<file path="config.mk">
export PLATFORM = sky130hd
export DESIGN_NAME = lte_kernel
export DESIGN_NICKNAME = d
export VERILOG_FILES = /design/src/rtl/lte_pkg.sv /design/src/rtl/lte_kernel.sv
export SDC_FILE = /design/constraint.sdc
export NUM_CORES = 1
export LEC_CHECK = 0
export ABC_AREA = 0
export BUFFER_PORTS_ARGS = -buffer_cell sky130_fd_sc_hd__buf_2
export CORE_ASPECT_RATIO = 2
export CORE_UTILIZATION = 45
export CTS_CLUSTER_DIAMETER = 50
export DETAILED_ROUTE_END_ITERATION = 8
export PLACE_DENSITY = 0.77
export RECOVER_POWER = 50
export SETUP_SLACK_MARGIN = 0.4
export SYNTH_ARGS = -nofsm -noshare
export SYNTH_HDL_FRONTEND = slang
export SYNTH_SLANG_ARGS = --single-unit
</file>
<file path="constraint.sdc">
create_clock -name clk -period 7.9 [get_ports clk]
set_input_delay 0.79 -clock clk [delete_from_list [all_inputs] [get_ports clk]]
set_output_delay 0.79 -clock clk [all_outputs]
set_load 0.01 [all_outputs]
</file>
<file path="src/rtl/lte_pkg.sv">
// Shared types, constants and the pixel quantizer for the 3x3 Laplacian edge block.
// No dependencies.
`default_nettype none

package lte_pkg;

	// quantized grey level, 0 to 2
	typedef logic [1:0] level_t;

	// one pair of line store entries at a column
	typedef struct packed {
		level_t upper;
		level_t middle;
	} line_pair_t;

	localparam logic [7:0] QUANT_STEP_1 = 8'd100;
	localparam logic [7:0] QUANT_STEP_2 = 8'd200;
	localparam logic [7:0] EDGE_ON      = 8'd255;
	localparam logic [7:0] EDGE_OFF     = 8'd0;
	localparam logic [10:0] WIDTH_RESET = 11'd640;
	localparam int unsigned WIDTH_MIN   = 3;

	// integer division of an 8-bit pixel by 100: two compares
	function automatic level_t quantize(input logic [7:0] px);
		level_t lv;
		if (px >= QUANT_STEP_2) begin
			lv = 2'd2;
		end else if (px >= QUANT_STEP_1) begin
			lv = 2'd1;
		end else begin
			lv = 2'd0;
		end
		return lv;
	endfunction

endpackage

`default_nettype wire

</file>
<file path="src/rtl/lte_kernel.sv">
// 3x3 window of quantized levels, Laplacian sum, threshold and result register.
// Depends on lte_pkg.
`default_nettype none

module lte_kernel #(
	parameter int unsigned CW = 10,
	parameter int unsigned RW = 12
) (
	input  wire              clk,
	input  wire              arst_n,
	input  wire              advance,
	input  wire              item_valid,
	input  wire  lte_pkg::level_t level,
	input  wire  lte_pkg::level_t up,
	input  wire  lte_pkg::level_t mid,
	input  wire  [CW-1:0]    col,
	input  wire  [RW-1:0]    row,
	output logic             res_valid,
	output logic [7:0]       edge_value,
	output logic [11:0]      out_row,
	output logic [9:0]       out_col
);
	import lte_pkg::*;

	level_t     win_q [3][3];
	level_t     win_n [3][3];
	logic [4:0] nb_sum;
	logic [4:0] centre_x8;
	logic       interior;
	logic       step_en;
	logic [CW+9:0] col_ext;
	logic [RW+11:0] row_ext;

	assign step_en = advance && item_valid;

	// shift window left, new column enters on the right
	always_comb begin
		for (int r = 0; r < 3; r++) begin
			win_n[r][0] = win_q[r][1];
			win_n[r][1] = win_q[r][2];
		end
		win_n[0][2] = up;
		win_n[1][2] = mid;
		win_n[2][2] = level;
	end

	// sum of the eight neighbours against eight times the centre
	always_comb begin
		nb_sum = 5'd0;
		for (int r = 0; r < 3; r++) begin
			for (int c = 0; c < 3; c++) begin
				if (!(r == 1 && c == 1)) begin
					nb_sum = nb_sum + {3'd0, win_n[r][c]};
				end
			end
		end
		centre_x8 = {win_n[1][1], 3'd0};
	end

	assign interior = (row >= RW'(2)) && (col >= CW'(2));
	assign col_ext  = (CW+10)'(CW'(col - CW'(1)));
	assign row_ext  = (RW+12)'(RW'(row - RW'(1)));

	// advance window on every transfer through the stage
	always_ff @(posedge clk or negedge arst_n) begin
		if (!arst_n) begin
			for (int r = 0; r < 3; r++) begin
				for (int c = 0; c < 3; c++) begin
					win_q[r][c] <= 2'd0;
				end
			end
		end else if (step_en) begin
			win_q <= win_n;
		end
	end

	// result register valid
	always_ff @(posedge clk or negedge arst_n) begin
		if (!arst_n) begin
			res_valid <= 1'b0;
		end else if (advance) begin
			res_valid <= item_valid && interior;
		end
	end

	// result payload
	always_ff @(posedge clk) begin
		if (advance) begin
			edge_value <= (centre_x8 > nb_sum) ? EDGE_ON : EDGE_OFF;
			out_row    <= row_ext[11:0];
			out_col    <= col_ext[9:0];
		end
	end

endmodule

`default_nettype wire

</file>
==> summary.txt <==
DR DRC count: 0
Setup violations, final: 0
Setup tns final: 0 ps
P_sw: 0.0002280 W
WHS Path Cells: 2
Via count: 1362
Hold WC Path Type: reg -> reg
EDFF count, synth: 23
Synthesized instance count: 157
Pint: 0.0004501 W
I/O pin total: 63
Final Util: 56.34%
Max VDD drop: 194.9 µV
CP Capture Type: flop
Commonest cells in the netlist: edfxtp_1, inv_1, xnor2_1
Final Slew Violations: 0
Area grow syn2layout: 19.29%
Main synth FF type: edfxtp_1
Post-DRT Antenna Nets: 0
Ratio of cells with drive above 1 in the final layout: 34.25%
Clk_lat worst skew: 270 ps
Initial Utilization: 47.23%
Core area: 4339 µm²
Warning count from the yosys run: 0
Root Buffer: clkbuf_8
Pwr/cell area: 277.3 nW/µm²
Post-CTS Hold Fix Bufs: 0
Static Leak: 1.097 nW
Seq/Total Area, Yosys: 49.57%
Die X: 49.72 µm
Post-DP HPWL: 2982 µm
Fin crit period: 4076 ps
Outcome: finished, final reports clean
Grt ovf: 0
# diodes: 0
Worst Setup SP: level[1]
Synth area leader: edfxtp_1
Maximum clock path buffer count: 2
Number of CTS-inserted buffers: 5
DRT met1 WL: 1168 µm
Global placer's final weighted congestion: 0.7924
Period utilization: 51.60%
Nets: 272
Reg-to-reg startpoint: win_n[3]$_DFFE_PN0P_
IO buf count: 62
Peak Freq: 245.3 MHz
Yosys cell types: 30
Combinational share of power: 43.5%
CTS tree: done
Cts repair resizes: 0
Clock network power share: 20.5%
DR pass1 iterations: 4
Syn nets: 211
DR WL met2: 2135 µm
Rel. slew slack: 10.92%
Post-route cell area: 2445 µm²
Syn Std Cell Area: 2049 µm²
RSZ-0062 raised after global routing: no
Synth Register Bits: 36
Crit path max fanout: 2
Sw Share: 33.62%
Clk sink count: 36
# placed instances: 265
Worst Skew: 2.094 ps
CP Launch Type: input port
Gr usage total: 16.38%
Vias in the first global route: 1443
Initial antenna violation count: 0
Number of setup buffers added after CTS: 0
Critical path class: in -> reg
Die area: 4845 µm²
Vias per Instance: 4.989
Wire length on met3: 169 µm
Worst slew pin tran: 1336 ps
Die height: 97.44 µm
WP data arrival: 4100 ps
CP Data Required Time: 7920 ps
Fin. Hold Viols: 0
Min-delay src: win_n[5]$_DFFE_PN0P_
WL final: 3594 µm
Sequential share of power: 36.0%
First-pass GRT wire length: 5947 µm
DP Area: 2370 µm²
Most frequent cell after synthesis: edfxtp_1
Filler cell count: 394
# rows: 34
Clk slew on worst S/H paths: 60 ps
Post-synth ARST share: 36.11%
Yosys top cell area share: 33.70%
Drt first-iter violations: 10
Cell Count, Final, Fillers Out: 273
Top sig layer: met4
H-tree Lvls: 2
Maximum number of pins on one net before global-route repair: 26
Fin Hold WS: 483.3 ps
Max-cap check violation count: 0
Register-to-Register Path Depth: 12
Synth top area cells: edfxtp_1, dfrtp_1, fa_1
Drt wl/cell: 13.16 µm
Mapped Avg Cell Area: 13.05 µm²
worst paths after layout:
check | endpoint | slack, ps
max reg2reg | edge_value[6]$_DFFE_PP_ | 4040
max | edge_value[6]$_DFFE_PP_ | 3820
min reg2reg | win_n[5]$_DFFE_PN0P_ | 480
min | win_n[5]$_DFFE_PN0P_ | 480
min in group asynchronous | win_n[14]$_DFFE_PN0P_ | 520
max in group asynchronous | win_n[15]$_DFFE_PN0P_ | 6960
power groups by stage:
| stage | clock network (W) | logic [W] | registers, W |
|---|---|---|---|
| after floorplan | 0 | 0.000218 | 0.000254 |
| after global placement | 0 | 0.000280 | 0.000248 |
| after detailed placement | 0 | 0.000298 | 0.000249 |
| after CTS | 0.000145 | 0.000302 | 0.000245 |
| after global routing | 0.000152 | 0.000337 | 0.000248 |
| final | 0.000139 | 0.000295 | 0.000244 |
per-layer routing:
metal / track usage, % / up-vias
met4: 8.571 / 0
met1: 14.12 / 657
met3: 3.599 / 9
li1: - / 649
met2: 32.22 / 47
met5: 0 / -
final cells by class:
type                       instances  area, µm²  share of cell area (%)
timing repair buffer              62      302.8                   12.38
multi-input combinational         94      887.1                   36.28
inverter                          19      71.32                   2.917
sequential                        36       1016                   41.56
tap                               54      67.56                   2.764
clock buffer                       8      100.1                   4.094
kinds of logic after synthesis:
kind of cell / count (synthesis) / synth area share, %
xor gates and xnor gates: 19 / 8.120
muxes: 10 / 5.495
buffers and inverters: 27 / 6.288
DFF: 36 / 49.57
AOI/OAI and AO/OA: 7 / 2.015
adders and majority gates: 22 / 17.46
and+or+nand+nor: 36 / 11.05
worst max-delay path, stage by stage:
cell and delay, ps:
buf_2 120, fa_1 510, fa_1 520, fa_1 590, fa_1 430, ha_1 240
fa_1 390, xnor2_1 160, ha_1 180, a21oi_1 120, a21oi_1 50
placed cells by master (no fill, tap or decap), types with 6 or more instances in the layout:
cell / synthesis / routed
mux2_2: 10 / 10
nor2_1: 8 / 8
nand2_1: 6 / 6
xnor2_1: 15 / 15
ha_1: 11 / 11
edfxtp_1: 23 / 23
fa_1: 11 / 11
buf_2: 1 / 56
dfrtp_1: 13 / 13
clkbuf_1: 0 / 7
clkbuf_8: 0 / 7
inv_1: 19 / 19
through the flow:
| stage | setup slack [ps] | power, W |
|---|---|---|
| final | 3824 | 0.0006780 |
| after global routing | 3677 | 0.0007370 |
| after CTS | 3818 | 0.0006921 |
| after detailed placement | 3518 | 0.0005470 |
| after global placement | 3611 | 0.0005279 |
| after floorplan | 3807 | 0.0004721 |
state kept, by name (all words and copies together), names as in the netlist:
name / flops
out_row: 12
out_col: 10
win_n: 10
centre_x8: 2
edge_value: 1
res_valid: 1
Note: power is estimated with default switching activity, not from simulation.
